## config.mk

```make
export PLATFORM = sky130hd
export DESIGN_NAME = rmos_queue
export DESIGN_NICKNAME = d
export VERILOG_FILES = /design/src/design/rmos_queue.sv
export SDC_FILE = /design/constraint.sdc
export NUM_CORES = 1
export LEC_CHECK = 0
export BUFFER_PORTS_ARGS = -buffer_cell sky130_fd_sc_hd__buf_2
export CAP_MARGIN = 20
export CORE_MARGIN = 1
export CORE_UTILIZATION = 48
export DETAILED_ROUTE_END_ITERATION = 8
export PLACE_DENSITY = 0.81
export SYNTH_ARGS = -nofsm -noshare
export SYNTH_HDL_FRONTEND = slang
export SYNTH_SLANG_ARGS = --single-unit
```

## constraint.sdc

```tcl
create_clock -name i_clk -period 1.3 [get_ports i_clk]
set_input_delay 0.13 -clock i_clk [delete_from_list [all_inputs] [get_ports i_clk]]
set_output_delay 0.13 -clock i_clk [all_outputs]
set_load 0.1 [all_outputs]
```

## src/design/rmos_queue.sv

```systemverilog
`default_nettype none

module rmos_queue #(
    parameter int W     = 8,
    parameter int DEPTH = 2
) (
    input  wire logic         i_clk,
    input  wire logic         i_rst_n,
    input  wire logic         i_push,
    input  wire logic [W-1:0] i_data,
    output logic              o_full,
    input  wire logic         i_pop,
    output logic              o_empty,
    output logic [W-1:0]      o_data
);
    localparam int AW = (DEPTH > 1) ? $clog2(DEPTH) : 1;
    localparam int CW = $clog2(DEPTH+1);

    logic [W-1:0]  r_mem [DEPTH];
    logic [AW-1:0] r_wp;
    logic [AW-1:0] r_rp;
    logic [CW-1:0] r_cnt;

    assign o_full  = (r_cnt == CW'(DEPTH));
    assign o_empty = (r_cnt == '0);
    assign o_data  = r_mem[r_rp];

    // Store entries
    always_ff @(posedge i_clk) begin
        if (i_push) begin
            r_mem[r_wp] <= i_data;
        end
    end

    // Advance pointers and fill count
    always_ff @(posedge i_clk) begin
        if (!i_rst_n) begin
            r_wp  <= '0;
            r_rp  <= '0;
            r_cnt <= '0;
        end else begin
            if (i_push) begin
                r_wp <= (r_wp == AW'(DEPTH-1)) ? '0 : r_wp + AW'(1);
            end
            if (i_pop) begin
                r_rp <= (r_rp == AW'(DEPTH-1)) ? '0 : r_rp + AW'(1);
            end
            if (i_push && !i_pop) begin
                r_cnt <= r_cnt + CW'(1);
            end else if (!i_push && i_pop) begin
                r_cnt <= r_cnt - CW'(1);
            end
        end
    end

endmodule

`default_nettype wire

```

==> flow_results.org <==
** Route
- The detail route stage leaves a number of antenna-violating nets equal to 0.
- The detailed router placed 455 vias in this run.
- DRC :: 0
- After detailed routing, the total wire length is approximately 1.3 mm.
- Violation count after the first detailed-route iteration :: 3
- After detailed routing, the average wire length per cell comes to 14.9 um.
- DR pass1 iterations :: 2
- Routed via count divided by cell count :: approximately 5.1

** Clock tree
- Clock-pin slew on the worst setup and hold paths :: 0.11 ns
- Clock root cell :: sky130_fd_sc_hd__clkbuf_4
- At the later pin of the worst-skew pair, clock insertion delay measures 0.30 ns.
- The tree built by TritonCTS fans out to 21 sinks.
- Post-CTS setup repair buffer count :: 0
- In this run the number of H-tree levels came out at 1.
- Maximum number of buffers from clock root to sink :: 2
- Inserted Clock Buffers :: 3
- Clock tree from TritonCTS :: built

** Logic synthesis
- A synthesized cell averages approximately 17 um2.
- After synthesis the cells add up to 795 um2.
- Proportion of synthesized chip area in sequential cells :: 0.731
- Number of warnings reported in the yosys synthesis log :: 0
- XOR/XNOR share of the synthesized area :: 0.0331
- Basic-gate share of the synthesized area counting and, or, nand and nor cells :: 0.0709
- Post-Syn Nets :: 60
- Proportion of synthesized area in mux cells :: 0.113
- After synthesis, the largest family of logic cells by area is multiplexers.
- In this run, distinct cell masters in the synthesized netlist total 16.
- FF+latch count, synth :: 21
- Cell count after synthesis :: 47
- Synth Area in Adders :: 0.0157
- Synth Area in Compound Gates :: 0.0252

** Placed design
- Routability congestion estimate from global placement :: 0.684
- The placed instances occupy a cell area of 0.00107 mm2.
- Buffers placed on the I/O ports in this run total 21.
- After legalization and detailed placement, the total HPWL measured 858 um.

** Power and ir drop
- The analysis attributes to net switching a power of 579 uW.
- Summed over all cells, the static leakage comes to 0.000474 uW.
- Register share of total power :: 0.475
- The design draws about 1700 uW.
- Internal power summed over all cells :: 1110 uW
- Worst VDD drop :: 992 uV
- Of the total power, the clock network draws 0.179.
- Combinational cell fraction of total power :: 0.346
- For this design the ratio of total power to cell area is 1480 mW/mm2.
- Switching portion of total power :: 0.342

** Outcome
- Status :: complete, but fails checks
- The final reports fail on negative setup slack.

** Die
- Die extent in x :: around 43 um
- The die is about 43 um tall.
- The floorplan step defined a die boundary enclosing 0.00182 mm2.
- Initial Utilization :: 0.521
- The floorplan has 14 rows.
- Number of I/O pins :: 22
- The core region is 0.00152 mm2.

** Timing
- Max-slew headroom :: 0.735
- Portion of the clock cycle consumed by the worst path in the final layout :: 1.07
- Setup repair after global routing could not meet its margin everywhere.
- The count of final hold-check violations came to 0.
- Subtracting the final worst setup slack from the clock period gives around 1.4 ns.
- The max-slew violation count was 0.
- Setup violations remaining at the end of the flow were counted as 8.
- Maximum clock frequency :: 719 MHz
- Post-route worst setup slack :: -0.0902 ns
- For the final database, setup skew stands at 0.000588 ns.
- Worst slew pin tran :: 0.398 ns

** Global route
- Across every metal layer, demand over resource in global routing totals 0.167.
- Via count of the first global-routing pass :: 451
- Entering global routing, the biggest net connects 13 pins.
- The total overflow left after global routing is 0.
- The first global-routing pass estimated approximately 2.1 mm of wire.
- The initial antenna violation count is 0.

** Setup path
- Critical Path Source Type :: flip-flop
- Data required time at the worst endpoint :: 1.17 ns
- Crit-path max FO :: 8
- Kind of end point of the critical path :: output pin
- Worst path arrival time :: 1.26 ns
- Critical path type :: flip-flop to output pin

** Final layout
- After the last flow step, the layout net total stands at between 80 and 90.
- Fraction of layout cells with a size suffix above 1 :: 0.521
- Layout overhead on the synthesized area :: 44.4%
- Diode insertion count for antenna repair :: 0
- Final instance area :: 0.00115 mm2

** Job
- Max-Cap Viols :: 0

** Worst hold path
- Worst min-delay path class :: primary input to flip-flop
-- sequential cells by signal, summed over array words and instances, names as in the netlist, named ones only --
| register | count |
|---|---|
| r_cnt | 2 |
| r_wp | 1 |
| r_mem | 16 |
| r_rp | 1 |
-- cells in the mapped netlist --
| cell | number | area share |
|---|---|---|
| sky130_fd_sc_hd__edfxtp_1 | 16 | 0.60 |
| sky130_fd_sc_hd__mux2_2 | 8 | 0.11 |
| sky130_fd_sc_hd__dfxtp_1 | 5 | 0.13 |
| sky130_fd_sc_hd__and2_1 | 4 | 0.031 |
| sky130_fd_sc_hd__nor2b_1 | 2 | 0.016 |
| sky130_fd_sc_hd__xor2_1 | 2 | 0.022 |
| sky130_fd_sc_hd__a21boi_1 | 1 | 0.0095 |
| sky130_fd_sc_hd__and2b_2 | 1 | 0.011 |
| sky130_fd_sc_hd__buf_2 | 1 | 0.0063 |
| sky130_fd_sc_hd__ha_1 | 1 | 0.016 |
| sky130_fd_sc_hd__inv_1 | 1 | 0.0047 |
| sky130_fd_sc_hd__nor2_1 | 1 | 0.0047 |
| sky130_fd_sc_hd__o21a_1 | 1 | 0.0095 |
| sky130_fd_sc_hd__o21ai_0 | 1 | 0.0063 |
| sky130_fd_sc_hd__or3_1 | 1 | 0.0079 |
| sky130_fd_sc_hd__xnor2_1 | 1 | 0.011 |
-- kinds of logic (layout without fill, tap and decap cells) --
group	after synthesis	in the layout
adders and majority gates	1	1
and+or+nand+nor	9	9
AOI/OAI and AO/OA	3	3
xor gates and xnor gates	3	3
buffers and inverters	2	28
muxes	8	8
DFF	21	21
-- per-layer routing --
| layer | GRT usage | share of wire | vias up |
|---|---|---|---|
| met2 | 0.273 | 0.50 | 14 |
| met1 | 0.199 | 0.44 | 215 |
| li1 | - | - | 222 |
| met3 | 0.0298 | 0.039 | 4 |
| met4 | 0.113 | 0.019 | 0 |
| met5 | 0 | 0 | - |
-- path summary, 6_finish.rpt --
kind | startpoint | endpoint | slack [ns] | depth (start not counted)
hold reg to reg | r_cnt[1]$_SDFFE_PN0P_ | r_cnt[1]$_SDFFE_PN0P_ | 0.52 | 2
setup / recovery | flip-flop | o_data[5] | -0.09 | 2
setup reg to reg | r_wp$_SDFFE_PN0P_ | r_mem[1][2]$_DFFE_PP_ | 0.24 | 1
hold / removal | i_data[2] | r_mem[0][2]$_DFFE_PP_ | 0.01 | 1
-- layout make-up --
type                    instances  area (um2)
well taps                      16        20.0
clock buffers                   3        22.5
repair buffers                 23         273
flip-flops and latches         21         586
fillers                        94         377
inverters                       1        3.75
clock inverters                 1        5.00
multi-input cells              24         238
-- worst max-delay path: stages, from the launching register on --
cell	delay, ns
sky130_fd_sc_hd__dfxtp_4	0.46
sky130_fd_sc_hd__mux2_4	0.33
sky130_fd_sc_hd__buf_12	0.17
-- power groups by stage --
stage | Combinational, uW | Clock, uW | Sequential, uW
floorplan | 373 | 0 | 798
global placement | 562 | 0 | 809
detailed placement | 569 | 0 | 813
CTS | 587 | 316 | 803
global route | 605 | 332 | 810
finish | 585 | 303 | 805
-- what timing repair did --
item	4_1_cts	5_1_grt
hold endpoints to repair	0	1
gates resized for setup	10	1
endpoints found under the setup margin	8	9
hold buffers	0	1
-- per-stage QoR --
stage / worst slack, ns / util / hold WS (ns) / setup TNS [ns] / cells
2_1_floorplan: 0.0280 / - / 0.229 / 0 / 47
3_3_place_gp: 0.0720 / 0.705 / 0.318 / 0 / 84
3_5_place_dp: 0.0624 / 0.705 / 0.322 / 0 / 84
4_1_cts: -0.108 / 0.745 / 0.00496 / -0.821 / 88
5_1_grt: -0.136 / 0.753 / 0.00281 / -1.04 / 89
6_report: -0.0902 / 0.753 / 0.0124 / -0.700 / 89
-- placed cells by master (no fill, tap or decap), types with 2 or more instances in the layout --
| master | count |
|---|---|
| sky130_fd_sc_hd__and2_1 | 4 |
| sky130_fd_sc_hd__buf_12 | 10 |
| sky130_fd_sc_hd__buf_2 | 11 |
| sky130_fd_sc_hd__clkbuf_4 | 3 |
| sky130_fd_sc_hd__dfxtp_1 | 3 |
| sky130_fd_sc_hd__edfxtp_1 | 16 |
| sky130_fd_sc_hd__mux2_4 | 8 |
| sky130_fd_sc_hd__nor2b_1 | 2 |
| sky130_fd_sc_hd__xor2_1 | 2 |
No activity file was read; power rests on OpenSTA's default activity.
