### config.mk
export PLATFORM = sky130hd
export DESIGN_NAME = rmos_front
export DESIGN_NICKNAME = d
export VERILOG_FILES = /design/src/design/rmos_pkg.sv /design/src/design/rmos_front.sv
export SDC_FILE = /design/constraint.sdc
export NUM_CORES = 1
export LEC_CHECK = 0
export ABC_AREA = 1
export BUFFER_PORTS_ARGS = -buffer_cell sky130_fd_sc_hd__buf_4
export CAP_MARGIN = 20
export CORE_MARGIN = 2
export CORE_UTILIZATION = 30
export CTS_CLUSTER_DIAMETER = 50
export DETAILED_ROUTE_END_ITERATION = 12
export PLACE_DENSITY = 0.85
export SLEW_MARGIN = 20
export SYNTH_ARGS = -nofsm -noshare
export SYNTH_HDL_FRONTEND = slang
export SYNTH_SLANG_ARGS = --single-unit
### constraint.sdc
create_clock -name i_clk -period 1.6 [get_ports i_clk]
set_input_delay 0.32 -clock i_clk [delete_from_list [all_inputs] [get_ports i_clk]]
set_output_delay 0.32 -clock i_clk [all_outputs]
set_load 0.05 [all_outputs]
### src/design/rmos_pkg.sv
`default_nettype none

package rmos_pkg;

    // Fixed field geometry
    localparam int VALUE_WIDTH  = 32;
    localparam int NFIELD       = 4;
    localparam int HALF_MAX_DEF = 8;

    // Configuration port geometry
    localparam int HALF_CFG_W = 4;
    localparam int TOL_W      = 20;
    localparam int CFG_DATA_W = 20;
    localparam int CFG_IDX_W  = 2;

    // Register indexes
    localparam logic [CFG_IDX_W-1:0] CFG_HALF_WINDOW = 2'd0;
    localparam logic [CFG_IDX_W-1:0] CFG_CENTER_TOL  = 2'd1;
    localparam logic [CFG_IDX_W-1:0] CFG_DEPTH_TOL   = 2'd2;

    // Register reset values
    localparam logic [HALF_CFG_W-1:0] HALF_RST       = 4'd2;
    localparam logic [TOL_W-1:0]      CENTER_TOL_RST = 20'd20000;
    localparam logic [TOL_W-1:0]      DEPTH_TOL_RST  = 20'd5000;

    typedef logic signed [VALUE_WIDTH-1:0] t_value;

    typedef struct packed {
        logic   in_valid;
        t_value in_floor_center;
        t_value in_floor_depth;
        t_value in_notch_low;
        t_value in_notch_high;
        logic   in_last;
    } t_in_item;

    typedef struct packed {
        logic   out_valid;
        logic   was_filled;
        t_value out_floor_center;
        t_value out_floor_depth;
        t_value out_notch_low;
        t_value out_notch_high;
        logic   last_result;
    } t_out_item;

    typedef struct packed {
        logic [TOL_W-1:0] center_tol;
        logic [TOL_W-1:0] depth_tol;
    } t_tol;

endpackage

`default_nettype wire

### src/design/rmos_front.sv
`default_nettype none

module rmos_front #(
    parameter int HALF_MAX = rmos_pkg::HALF_MAX_DEF
) (
    input  wire logic                            i_clk,
    input  wire logic                            i_rst_n,
    input  wire logic                            i_valid,
    output logic                                 o_stall,
    input  wire rmos_pkg::t_in_item              i_item,
    input  wire logic [rmos_pkg::HALF_CFG_W-1:0] i_half_window,
    input  wire logic                            i_q_full,
    output logic                                 o_push,
    output logic [$clog2(HALF_MAX+1)-1:0]        o_h,
    output logic [$clog2(2*HALF_MAX+1)-1:0]      o_kc
);
    localparam int HW   = $clog2(HALF_MAX+1);
    localparam int PW   = $clog2(2*HALF_MAX+1);
    localparam int KMAX = 2*HALF_MAX;

    logic [15:0] r_items_seen;

    // Accept while the queue has room
    assign o_stall = i_q_full;
    assign o_push  = i_valid && !i_q_full;

    // Clamp radius; the window never reaches farther back than 2*HALF_MAX
    assign o_h  = (32'(i_half_window) > HALF_MAX) ? HW'(HALF_MAX) : HW'(i_half_window);
    assign o_kc = (r_items_seen > 16'(KMAX)) ? PW'(KMAX) : PW'(r_items_seen);

    // Count items of the current sequence, saturating
    always_ff @(posedge i_clk) begin
        if (!i_rst_n) begin
            r_items_seen <= '0;
        end else if (o_push) begin
            if (i_item.in_last) begin
                r_items_seen <= '0;
            end else if (r_items_seen != 16'hFFFF) begin
                r_items_seen <= r_items_seen + 16'd1;
            end
        end
    end

endmodule

`default_nettype wire

==> impl_metrics.xml, run 1 <==
<?xml version="1.0" encoding="UTF-8"?>
<metrics>
  <group name="detailed_routing">
    <metric name="total_routed_length" unit="um">4350</metric>
    <metric name="wl_met1" unit="um">1580</metric>
    <metric name="routedWlPerCell" unit="um">13.6</metric>
    <metric name="met3WireLength" unit="um">279</metric>
    <metric name="number_of_optimization_iterations_in_the_first_detailed_route_pass" unit="">4</metric>
    <metric name="drtIter0Drc" unit="">81</metric>
    <metric name="drc" unit="">0</metric>
    <metric name="num_vias" unit="">1620</metric>
    <metric name="route.antenna.remaining_nets" unit="">0</metric>
    <metric name="vias_per_cell" unit="">5.08</metric>
    <metric name="wl_met2" unit="um">2310</metric>
    <metric name="route.top_layer_used" unit="">met4</metric>
  </group>
  <group name="cells_and_area">
    <metric name="synthToLayoutAreaGrowth" unit="%">52.1</metric>
    <metric name="ff_latch_area" unit="um^2">330</metric>
    <metric name="largest-register" unit="">r_items_seen</metric>
    <metric name="largest_reg_flops" unit="">16</metric>
    <metric name="multiInputGateArea" unit="um^2">835</metric>
    <metric name="final_layout_size_suffix_gt1_share" unit="%">38.3</metric>
    <metric name="reg.largest.list" unit="">r_items_seen (16)</metric>
    <metric name="num-nets-final" unit="">410</metric>
    <metric name="num-fill-cells" unit="">372</metric>
    <metric name="share_of_the_core_filled_with_cells" unit="%">47.2</metric>
    <metric name="layout.cell_area.non_filler" unit="um^2">1870</metric>
    <metric name="insertedDiodeCount" unit="">0</metric>
    <metric name="most_frequent_cells_in_the_layout" unit="">62 x nand2_1, 47 x buf_4, 31 x nor2_1, 24 x inv_1, 18 x nand3_1</metric>
    <metric name="mostFrequentLayoutCell" unit="">nand2_1</metric>
  </group>
  <group name="power">
    <metric name="max-vdd-ir-drop" unit="mV">0.391</metric>
    <metric name="leakagePower" unit="nW">0.879</metric>
    <metric name="power_per_cell_area" unit="nW/um^2">614</metric>
  </group>
  <group name="grt">
    <metric name="gr-usage-all-layers" unit="%">18.7</metric>
    <metric name="grt_antenna_before_repair" unit="">0</metric>
    <metric name="grt_pass1_vias" unit="">1404</metric>
    <metric name="grt_max_degree" unit="">15</metric>
    <metric name="globalRouteOverflowTotal" unit="">0</metric>
    <metric name="global_route_wire_length_before_repair" unit="um">6370</metric>
  </group>
  <group name="floorplan">
    <metric name="fp-row-count" unit="">23</metric>
    <metric name="die_h" unit="um">68.1</metric>
    <metric name="io_pins" unit="">149</metric>
    <metric name="floorplan.initialDensity" unit="%">31.0</metric>
    <metric name="die_width" unit="um">68.1</metric>
    <metric name="floorplan.core_area" unit="um^2">3970</metric>
    <metric name="design.die.area" unit="um^2">4640</metric>
  </group>
  <group name="outcome">
    <metric name="failed_checks" unit="">setup timing</metric>
    <metric name="run_status" unit="">complete, but fails checks</metric>
  </group>
  <group name="sta">
    <metric name="final_hold_viol_count" unit="">0</metric>
    <metric name="worst-slew-pin-transition" unit="ns">0.271</metric>
    <metric name="final_min_period_over_clock_period" unit="%">115</metric>
    <metric name="final_max_slew_viols" unit="">0</metric>
    <metric name="timing.final.crit_period" unit="ns">1.85</metric>
    <metric name="fin_tns_setup" unit="ns">-1.13</metric>
    <metric name="setup_ws" unit="ns">-0.246</metric>
    <metric name="timing.clock.skew" unit="ns">0.00233</metric>
    <metric name="max_freq" unit="MHz">542</metric>
    <metric name="slew_headroom" unit="%">81.9</metric>
    <metric name="rsz0062_at_grt" unit="">true</metric>
    <metric name="setup_viol" unit="">5</metric>
  </group>
  <group name="clock_network">
    <metric name="cts_hold_buffers" unit="">0</metric>
    <metric name="cts_made_buffers" unit="">3</metric>
    <metric name="htree_levels" unit="">1</metric>
    <metric name="cts_tree" unit="">built</metric>
    <metric name="clockBufferDepth" unit="">2</metric>
    <metric name="clock_slew_seen_by_the_registers_of_the_worst_setup_and_hold_paths" unit="ns">0.07</metric>
    <metric name="worstSkewPairLatency" unit="ns">0.26</metric>
    <metric name="cts_num_sinks" unit="">16</metric>
    <metric name="clk_root_buffer_cell" unit="">clkbuf_8</metric>
  </group>
  <group name="logic_synthesis">
    <metric name="post_synth_xor_area_fraction" unit="%">0</metric>
    <metric name="post_synth_adder_cell_area" unit="%">2.03</metric>
    <metric name="post_synthesis_area_per_instance" unit="um^2">5.68</metric>
    <metric name="main_combinational_cell_family_by_area_after_synthesis" unit="">simple AND/OR/NAND/NOR gates</metric>
    <metric name="yosys_register_bits" unit="">16</metric>
    <metric name="synth_compound_gate_area_share" unit="%">8.32</metric>
    <metric name="synth.cell_area" unit="um^2">1230</metric>
    <metric name="synthesis.nets" unit="">357</metric>
    <metric name="synth-simple-area-share" unit="%">49.6</metric>
    <metric name="synth-warning-count" unit="">0</metric>
    <metric name="synth.yosys.seq_area_share" unit="%">26.0</metric>
    <metric name="muxShareOfSynthArea" unit="%">0</metric>
    <metric name="count_of_distinct_cell_types_in_the_synthesized_netlist" unit="">23</metric>
    <metric name="syn_inst" unit="">217</metric>
  </group>
  <group name="worst_setup_path">
    <metric name="critPathArrivalTime" unit="ns">1.53</metric>
    <metric name="endpoint_kind" unit="">primary output</metric>
    <metric name="critPathMaxFanout" unit="">4</metric>
    <metric name="worst-r2r-setup-slack" unit="ns">0.06</metric>
    <metric name="worst_ep_required_time" unit="ns">1.28</metric>
    <metric name="timing.critical_path.from_type" unit="">register</metric>
    <metric name="timing.setup.critical_path_class" unit="">register to primary output</metric>
  </group>
  <group name="placed_design">
    <metric name="numPortBuffers" unit="">19</metric>
    <metric name="routabilityCongestion" unit="">0.983</metric>
    <metric name="placed_area" unit="um^2">1510</metric>
    <metric name="dp_hpwl" unit="um">2540</metric>
  </group>
  <group name="run">
    <metric name="maxCapViolations" unit="">0</metric>
  </group>
  <group name="worst_hold_path">
    <metric name="min_path_type" unit="">input pin to register</metric>
  </group>
</metrics>
==> cells in the mapped netlist <==
master / n / area (um^2)
dfxtp_1: 16 / 320
a21boi_0: 1 / 7.51
o2111ai_1: 1 / 8.76
nand3_1: 20 / 100
nand2_4: 3 / 33.8
o21ai_1: 4 / 20.0
a21oi_1: 7 / 35.0
nand2_2: 2 / 12.5
clkbuf_4: 1 / 7.51
buf_4: 1 / 7.51
nor2_2: 6 / 37.5
nor3_1: 1 / 5.00
a31oi_1: 1 / 6.26
buf_6: 2 / 22.5
nor2_4: 1 / 11.3
inv_2: 3 / 11.3
ha_1: 2 / 25.0
o21ai_0: 5 / 25.0
nand2_1: 64 / 240
clkbuf_1: 3 / 11.3
inv_1: 30 / 113
nand4_1: 4 / 25.0
nor2_1: 39 / 146
==> kinds of logic (layout without fill, tap and decap cells) <==
family | Yosys count | after routing
AOI/OAI and AO/OA | 19 | 19
adders and majority gates | 2 | 2
buffers and inverters | 40 | 92
DFF | 16 | 16
and+or+nand+nor | 140 | 140
==> through the flow <==
stage | hold WS (ns) | instances | power, mW | setup WS [ns]
after floorplan | 0.443 | 217 | 0.588 | -0.230
after global placement | 0.471 | 293 | 0.674 | -0.00655
after detailed placement | 0.485 | 293 | 0.677 | -0.0112
after CTS | 0.375 | 315 | 1.11 | -0.212
after global routing | 0.383 | 319 | 1.20 | -0.329
final | 0.376 | 319 | 1.15 | -0.246
==> worst paths after layout <==
kind,startpoint,to,cells past startpoint
setup / recovery,r_items_seen[11],o_kc[0],7
hold / removal,i_rst_n,r_items_seen[1],3
setup reg to reg,r_items_seen[0],r_items_seen[2],11
hold reg to reg,r_items_seen[6],r_items_seen[6],2
==> critical path, stage by stage (launching register included) <==
cell and delay [ns]:
dfxtp_2 0.32, inv_2 0.05, nand4_1 0.17, nor2_4 0.16
o2111ai_2 0.11, buf_6 0.17, nor2_4 0.13, buf_8 0.15
==> area by class of cell <==
class / instances / area share, %
Inverter: 33 / 6.88
Timing Repair Buffer: 55 / 24.7
Sequential cell: 16 / 17.6
Clock buffer: 4 / 2.94
Multi-Input combinational cell: 161 / 44.5
Tap cell: 50 / 3.34
==> per-layer routing <==
metal	vias to the layer above	global-route usage, %
met1	734	20.6
met4	0	7.00
met5	-	0
met2	86	35.6
li1	772	-
met3	28	2.80
==> power breakdown <==
part / internal (mW) / switching (mW) / leakage [nW] / total (mW)
Combinational: 0.151 / 0.205 / 0.717 / 0.357
Sequential: 0.413 / 0.00884 / 0.134 / 0.422
Clock: 0.219 / 0.153 / 0.0288 / 0.372
Total: 0.783 / 0.367 / 0.879 / 1.15
==> what timing repair did <==
item,in CTS,in global routing
resized for setup,28,21
setup endpoints to repair,5,17
pin swaps,3,12
setup buffers,18,7
Power figures use the tool's default switching activity.
==> run 2, diff against run 1 <==
--- a/config.mk
+++ b/config.mk
@@ -8,11 +8,13 @@
 export ABC_AREA = 1
 export BUFFER_PORTS_ARGS = -buffer_cell sky130_fd_sc_hd__buf_4
 export CAP_MARGIN = 20
+export CELL_PAD_IN_SITES_DETAIL_PLACEMENT = 2
+export CELL_PAD_IN_SITES_GLOBAL_PLACEMENT = 2
 export CORE_MARGIN = 2
-export CORE_UTILIZATION = 30
+export CORE_UTILIZATION = 13
 export CTS_CLUSTER_DIAMETER = 50
 export DETAILED_ROUTE_END_ITERATION = 12
-export PLACE_DENSITY = 0.85
+export PLACE_DENSITY = 0.89
 export SLEW_MARGIN = 20
 export SYNTH_ARGS = -nofsm -noshare
 export SYNTH_HDL_FRONTEND = slang
==> run 2 against run 1 <==
  * The run still ends with setup timing left
  * Global-route usage decreased by 8.1 points
  * Die area grew 120%
  * Final area is 4.3% higher
  * Sequential share of layout area down 0.73 points
  * Sequential power about the same
  * Critical path type unchanged
==> impl_metrics.xml, run 2 (synthesis results as in run 1) <==
<?xml version="1.0" encoding="UTF-8"?>
<metrics>
  <group name="outcome">
    <metric name="run_status" unit="">complete, but fails checks</metric>
    <metric name="failed_checks" unit="">setup timing</metric>
  </group>
  <group name="sta">
    <metric name="timing.final.crit_period" unit="ns">1.96</metric>
    <metric name="slew_headroom" unit="%">79.1</metric>
    <metric name="final_max_slew_viols" unit="">0</metric>
    <metric name="setup_viol" unit="">5</metric>
    <metric name="finalHoldWorstSlack" unit="ns">0.385</metric>
    <metric name="final_hold_viol_count" unit="">0</metric>
    <metric name="timing.clock.skew" unit="ns">0.00397</metric>
    <metric name="setup_ws" unit="ns">-0.361</metric>
    <metric name="max_freq" unit="MHz">510</metric>
    <metric name="final_min_period_over_clock_period" unit="%">123</metric>
    <metric name="worst-slew-pin-transition" unit="ns">0.312</metric>
    <metric name="rsz0062_at_grt" unit="">true</metric>
  </group>
  <group name="cells_and_area">
    <metric name="reg.largest.list" unit="">r_items_seen (16)</metric>
    <metric name="final_layout_size_suffix_gt1_share" unit="%">37.8</metric>
    <metric name="share_of_the_core_filled_with_cells" unit="%">21.2</metric>
    <metric name="layout.cell_area.non_filler" unit="um^2">1960</metric>
    <metric name="largest-register" unit="">r_items_seen</metric>
    <metric name="mostFrequentLayoutCell" unit="">nand2_1</metric>
    <metric name="num-fill-cells" unit="">1102</metric>
    <metric name="multiInputGateArea" unit="um^2">845</metric>
    <metric name="largest_reg_flops" unit="">16</metric>
    <metric name="most_frequent_cells_in_the_layout" unit="">60 x nand2_1, 36 x buf_4, 29 x nor2_1, 24 x inv_1, 19 x nand3_1</metric>
    <metric name="synthToLayoutAreaGrowth" unit="%">58.7</metric>
    <metric name="ff_latch_area" unit="um^2">330</metric>
    <metric name="num-nets-final" unit="">403</metric>
    <metric name="insertedDiodeCount" unit="">0</metric>
  </group>
  <group name="clock_network">
    <metric name="htree_levels" unit="">1</metric>
    <metric name="clockBufferDepth" unit="">2</metric>
    <metric name="worstSkewPairLatency" unit="ns">0.27</metric>
    <metric name="cts_made_buffers" unit="">3</metric>
    <metric name="clock_slew_seen_by_the_registers_of_the_worst_setup_and_hold_paths" unit="ns">0.08</metric>
    <metric name="cts_num_sinks" unit="">16</metric>
    <metric name="clk_root_buffer_cell" unit="">clkbuf_8</metric>
    <metric name="cts_tree" unit="">built</metric>
  </group>
  <group name="worst_setup_path">
    <metric name="timing.critical_path.from_type" unit="">register</metric>
    <metric name="worst_ep_required_time" unit="ns">1.28</metric>
    <metric name="critPathArrivalTime" unit="ns">1.64</metric>
    <metric name="endpoint_kind" unit="">primary output</metric>
    <metric name="critPathMaxFanout" unit="">4</metric>
    <metric name="timing.setup.critical_path_class" unit="">register to primary output</metric>
  </group>
  <group name="detailed_routing">
    <metric name="drc" unit="">0</metric>
    <metric name="number_of_optimization_iterations_in_the_first_detailed_route_pass" unit="">4</metric>
    <metric name="total_routed_length" unit="um">5280</metric>
    <metric name="route.antenna.remaining_nets" unit="">0</metric>
    <metric name="drtIter0Drc" unit="">37</metric>
    <metric name="routedWlPerCell" unit="um">13.5</metric>
    <metric name="vias_per_cell" unit="">3.98</metric>
    <metric name="num_vias" unit="">1558</metric>
  </group>
  <group name="power">
    <metric name="power_per_cell_area" unit="nW/um^2">593</metric>
    <metric name="leakagePower" unit="nW">0.854</metric>
    <metric name="max-vdd-ir-drop" unit="mV">0.192</metric>
    <metric name="power.total" unit="mW">1.16</metric>
  </group>
  <group name="worst_hold_path">
    <metric name="min_path_type" unit="">input pin to register</metric>
  </group>
  <group name="placed_design">
    <metric name="dp_hpwl" unit="um">3920</metric>
    <metric name="routabilityCongestion" unit="">0.817</metric>
    <metric name="placed_area" unit="um^2">1710</metric>
    <metric name="placement.setup.worst_slack" unit="ns">-0.0668</metric>
    <metric name="numPortBuffers" unit="">19</metric>
  </group>
  <group name="floorplan">
    <metric name="die_h" unit="um">101</metric>
    <metric name="floorplan.initialDensity" unit="%">13.3</metric>
    <metric name="die_width" unit="um">101</metric>
    <metric name="floorplan.core_area" unit="um^2">9240</metric>
    <metric name="design.die.area" unit="um^2">10300</metric>
    <metric name="io_pins" unit="">149</metric>
    <metric name="fp-row-count" unit="">35</metric>
  </group>
  <group name="grt">
    <metric name="global_route_wire_length_before_repair" unit="um">8420</metric>
    <metric name="globalRouteOverflowTotal" unit="">0</metric>
    <metric name="gr-usage-all-layers" unit="%">10.6</metric>
    <metric name="grt_pass1_vias" unit="">1747</metric>
    <metric name="grt_antenna_before_repair" unit="">0</metric>
    <metric name="grt_max_degree" unit="">15</metric>
  </group>
  <group name="run">
    <metric name="maxCapViolations" unit="">0</metric>
  </group>
</metrics>
[run 2: final cells by class]
type	instances	share of cell area [%]
Clock buffer	4	2.82
Sequential cell	16	16.9
Multi-Input combinational cell	161	43.2
Tap cell	129	8.25
Timing Repair Buffer	48	22.3
Inverter	33	6.59
[run 2: power breakdown]
group	leakage, nW	internal (mW)	switching [mW]	total (mW)
Sequential	0.134	0.412	0.00945	0.422
Combinational	0.692	0.136	0.201	0.337
Clock	0.0288	0.220	0.180	0.400
Total	0.854	0.768	0.391	1.16
[run 2: worst max-delay path, cell delays in order (launching register included)]
cell	delay [ns]
dfxtp_2	0.33
inv_2	0.05
nand4_1	0.16
nor2_2	0.25
o2111ai_2	0.16
buf_6	0.18
nor2_4	0.08
buf_6	0.16
[run 2: path summary, 6_finish.rpt]
kind,from,to,slack [ns],cells after the start
max reg2reg,r_items_seen[1],r_items_seen[9],0.09,12
min reg2reg,r_items_seen[2],r_items_seen[2],0.50,2
max,r_items_seen[11],o_kc[2],-0.36,7
min,i_rst_n,r_items_seen[11],0.39,3
[run 2: what timing repair did]
action | CTS | global route
cloned | 0 | 0
buffers inserted | 6 | 1
setup endpoints to repair | 20 | 18
pin swaps | 5 | 4
hold buffers | 0 | 0
resized for setup | 34 | 19
[run 2: through the flow]
step | TNS, ns | cells
after global routing | -2.22 | 391
after global placement | -0.0478 | 382
after floorplan | -0.921 | 217
after CTS | -1.09 | 390
final | -1.65 | 391
after detailed placement | -0.447 | 382
[run 2: metal layers]
metal	vias to the layer above	share of wire [%]	GRT usage, %
li1	755	-	-
met2	33	54	20.6
met1	756	40	10.8
met3	14	3.0	2.21
met5	-	0	0
met4	0	2.9	4.37
==> run 3, diff against run 2 <==
--- a/config.mk
+++ b/config.mk
@@ -15,6 +15,7 @@
 export CTS_CLUSTER_DIAMETER = 50
 export DETAILED_ROUTE_END_ITERATION = 12
 export PLACE_DENSITY = 0.89
+export REMOVE_ABC_BUFFERS = 1
 export SLEW_MARGIN = 20
 export SYNTH_ARGS = -nofsm -noshare
 export SYNTH_HDL_FRONTEND = slang
==> run 3 against run 2 <==
  * The run still ends with setup timing left
  * Clock-buffer cell count fell by 1
  * Hold slack is essentially flat
  * Wire length down 4.8%
  * Non-clock buffer count is the same
  * Clock skew about the same
  * First-iteration DRC count shrank 46%
  * Clock power shrank 19%
  * Final area decreased by 3.4%
  * Sequential cell count did not move
==> impl_metrics.xml, run 3 (synthesis results as in run 1) <==
<?xml version="1.0" encoding="UTF-8"?>
<metrics>
  <group name="worst_setup_path">
    <metric name="worst_ep_required_time" unit="ns">1.28</metric>
    <metric name="timing.critical_path.from" unit="">r_items_seen[11]</metric>
    <metric name="worst-r2r-setup-slack" unit="ns">0.08</metric>
    <metric name="critPathArrivalTime" unit="ns">1.60</metric>
    <metric name="crit_top_cell" unit="">nor2_4</metric>
    <metric name="crit-reg2reg-launch" unit="">r_items_seen[0]</metric>
    <metric name="timing.setup.critical_path_class" unit="">register to primary output</metric>
    <metric name="critical-path-max-stage-delay" unit="ns">0.33</metric>
    <metric name="cpMaxStageDelayCell" unit="">dfxtp_2</metric>
    <metric name="endpoint_kind" unit="">primary output</metric>
    <metric name="worstPathCellList" unit="">inv_2, nand4_1, nor2_4, o2111ai_4, nor2_4, buf_8</metric>
    <metric name="critPathMaxFanout" unit="">4</metric>
    <metric name="r2r-end" unit="">r_items_seen[5]</metric>
    <metric name="timing.critical_path.from_type" unit="">register</metric>
    <metric name="ff2ff_path_depth" unit="">12</metric>
  </group>
  <group name="clock_network">
    <metric name="cts_num_sinks" unit="">16</metric>
    <metric name="cts_tree" unit="">built</metric>
    <metric name="htree_levels" unit="">1</metric>
    <metric name="clk_root_buffer_cell" unit="">clkbuf_8</metric>
    <metric name="worstSkewPairLatency" unit="ns">0.25</metric>
    <metric name="cts_made_buffers" unit="">3</metric>
    <metric name="clockBufferDepth" unit="">2</metric>
    <metric name="clock_slew_seen_by_the_registers_of_the_worst_setup_and_hold_paths" unit="ns">0.07</metric>
  </group>
  <group name="outcome">
    <metric name="run_status" unit="">complete, but fails checks</metric>
    <metric name="failed_checks" unit="">setup timing</metric>
  </group>
  <group name="detailed_routing">
    <metric name="num_vias" unit="">1529</metric>
    <metric name="number_of_optimization_iterations_in_the_first_detailed_route_pass" unit="">4</metric>
    <metric name="drc" unit="">0</metric>
    <metric name="drtIter0Drc" unit="">20</metric>
    <metric name="vias_per_cell" unit="">3.92</metric>
    <metric name="route.antenna.remaining_nets" unit="">0</metric>
    <metric name="total_routed_length" unit="um">5020</metric>
    <metric name="routedWlPerCell" unit="um">12.9</metric>
  </group>
  <group name="cells_and_area">
    <metric name="num-fill-cells" unit="">1122</metric>
    <metric name="mostFrequentLayoutCell" unit="">nand2_1</metric>
    <metric name="num-nets-final" unit="">403</metric>
    <metric name="insertedDiodeCount" unit="">0</metric>
    <metric name="most_frequent_cells_in_the_layout" unit="">63 x nand2_1, 41 x buf_4, 29 x nor2_1, 24 x inv_1, 20 x nand3_1</metric>
    <metric name="largest-register" unit="">r_items_seen</metric>
    <metric name="final_layout_size_suffix_gt1_share" unit="%">36.0</metric>
    <metric name="multiInputGateArea" unit="um^2">837</metric>
    <metric name="largest_reg_flops" unit="">16</metric>
    <metric name="reg.largest.list" unit="">r_items_seen (16)</metric>
    <metric name="synthToLayoutAreaGrowth" unit="%">53.3</metric>
    <metric name="layout.cell_area.non_filler" unit="um^2">1890</metric>
    <metric name="share_of_the_core_filled_with_cells" unit="%">20.4</metric>
    <metric name="ff_latch_area" unit="um^2">329</metric>
  </group>
  <group name="sta">
    <metric name="final_hold_viol_count" unit="">0</metric>
    <metric name="fin_tns_setup" unit="ns">-1.45</metric>
    <metric name="worst-slew-pin-transition" unit="ns">0.471</metric>
    <metric name="max_freq" unit="MHz">521</metric>
    <metric name="timing.final.crit_period" unit="ns">1.92</metric>
    <metric name="timing.clock.skew" unit="ns">0.00442</metric>
    <metric name="finalHoldWorstSlack" unit="ns">0.385</metric>
    <metric name="setup_ws" unit="ns">-0.320</metric>
    <metric name="setup_viol" unit="">5</metric>
    <metric name="final_min_period_over_clock_period" unit="%">120</metric>
    <metric name="rsz0062_at_grt" unit="">true</metric>
    <metric name="final_max_slew_viols" unit="">0</metric>
    <metric name="slew_headroom" unit="%">68.5</metric>
  </group>
  <group name="floorplan">
    <metric name="die_h" unit="um">101</metric>
    <metric name="io_pins" unit="">149</metric>
    <metric name="die_width" unit="um">101</metric>
    <metric name="fp-row-count" unit="">35</metric>
    <metric name="design.die.area" unit="um^2">10300</metric>
    <metric name="floorplan.initialDensity" unit="%">13.3</metric>
    <metric name="floorplan.core_area" unit="um^2">9240</metric>
  </group>
  <group name="placed_design">
    <metric name="routabilityCongestion" unit="">0.806</metric>
    <metric name="numPortBuffers" unit="">19</metric>
    <metric name="dp_hpwl" unit="um">3930</metric>
    <metric name="placed_area" unit="um^2">1700</metric>
  </group>
  <group name="power">
    <metric name="int_power" unit="mW">0.715</metric>
    <metric name="p_switching" unit="mW">0.365</metric>
    <metric name="p_comb_share" unit="%">31.2</metric>
    <metric name="leakagePower" unit="nW">0.832</metric>
    <metric name="max-vdd-ir-drop" unit="mV">0.201</metric>
    <metric name="sw_frac_of_total" unit="%">33.8</metric>
    <metric name="power_frac_clock" unit="%">29.9</metric>
    <metric name="pwr-share-seq" unit="%">38.9</metric>
    <metric name="power_per_cell_area" unit="nW/um^2">572</metric>
  </group>
  <group name="worst_hold_path">
    <metric name="hold-path-cell-count" unit="">3</metric>
    <metric name="min_path_type" unit="">input pin to register</metric>
    <metric name="worst_hold_end" unit="">r_items_seen[10]</metric>
    <metric name="hold_path_startpoint" unit="">i_rst_n</metric>
  </group>
  <group name="grt">
    <metric name="grt_antenna_before_repair" unit="">0</metric>
    <metric name="grt_max_degree" unit="">15</metric>
    <metric name="globalRouteOverflowTotal" unit="">0</metric>
    <metric name="gr-usage-all-layers" unit="%">10.4</metric>
    <metric name="global_route_wire_length_before_repair" unit="um">8530</metric>
    <metric name="grt_pass1_vias" unit="">1745</metric>
  </group>
  <group name="run">
    <metric name="maxCapViolations" unit="">0</metric>
  </group>
</metrics>
-- run 3: critical path: cells and delay by family (launching register included) --
| family | cells | cell delay, ns |
|---|---|---|
| DFF | 1 | 0.33 |
| buffers and inverters | 2 | 0.21 |
| and+or+nand+nor | 3 | 0.61 |
| AOI/OAI and AO/OA | 1 | 0.20 |
-- run 3: worst max path at each step --
stage               slack [ns]          endpoint  depth (start not counted)
floorplan                -0.45  r_items_seen[12]                          7
global placement         -0.21           o_kc[0]                          6
detailed placement       -0.23           o_kc[1]                          6
CTS                      -0.32           o_kc[0]                          6
global route             -0.41           o_kc[1]                          6
finish                   -0.32           o_kc[1]                          6
-- run 3: power groups by stage --
stage                     registers (mW)  logic (mW)  clock network [mW]
after detailed placement           0.427       0.284                   0
after floorplan                    0.431       0.133                   0
final                              0.420       0.337               0.323
after global routing               0.422       0.369               0.339
after CTS                          0.420       0.326               0.330
after global placement             0.425       0.269                   0
-- run 3: layout make-up --
type / instances / area share [%]
sequential: 16 / 17.4
clock buffer: 3 / 2.19
tap: 129 / 8.54
timing repair buffer: 48 / 20.9
multi-input combinational: 161 / 44.3
inverter: 33 / 6.69
-- run 3: timing repair --
| item | in CTS | in global routing |
|---|---|---|
| hold buffers | 0 | 0 |
| gates resized for setup | 30 | 15 |
| gates cloned | 0 | 0 |
| pin swaps | 5 | 6 |
| buffers inserted | 0 | 2 |
| setup endpoints to repair | 13 | 21 |
-- run 3: routing by layer --
metal	track usage [%]	vias up	share of wire (%)
met5	0	-	0
met4	2.91	0	1.1
met1	12.3	748	43
li1	-	757	-
met2	20.2	20	54
met3	0.552	4	1.9
-- run 3: metrics by stage --
step	instances	setup slack [ns]	total power [mW]
3_5_place_dp	386	-0.229	0.711
6_report	390	-0.320	1.08
2_1_floorplan	210	-0.451	0.564
5_1_grt	390	-0.406	1.13
4_1_cts	389	-0.315	1.08
3_3_place_gp	386	-0.212	0.695
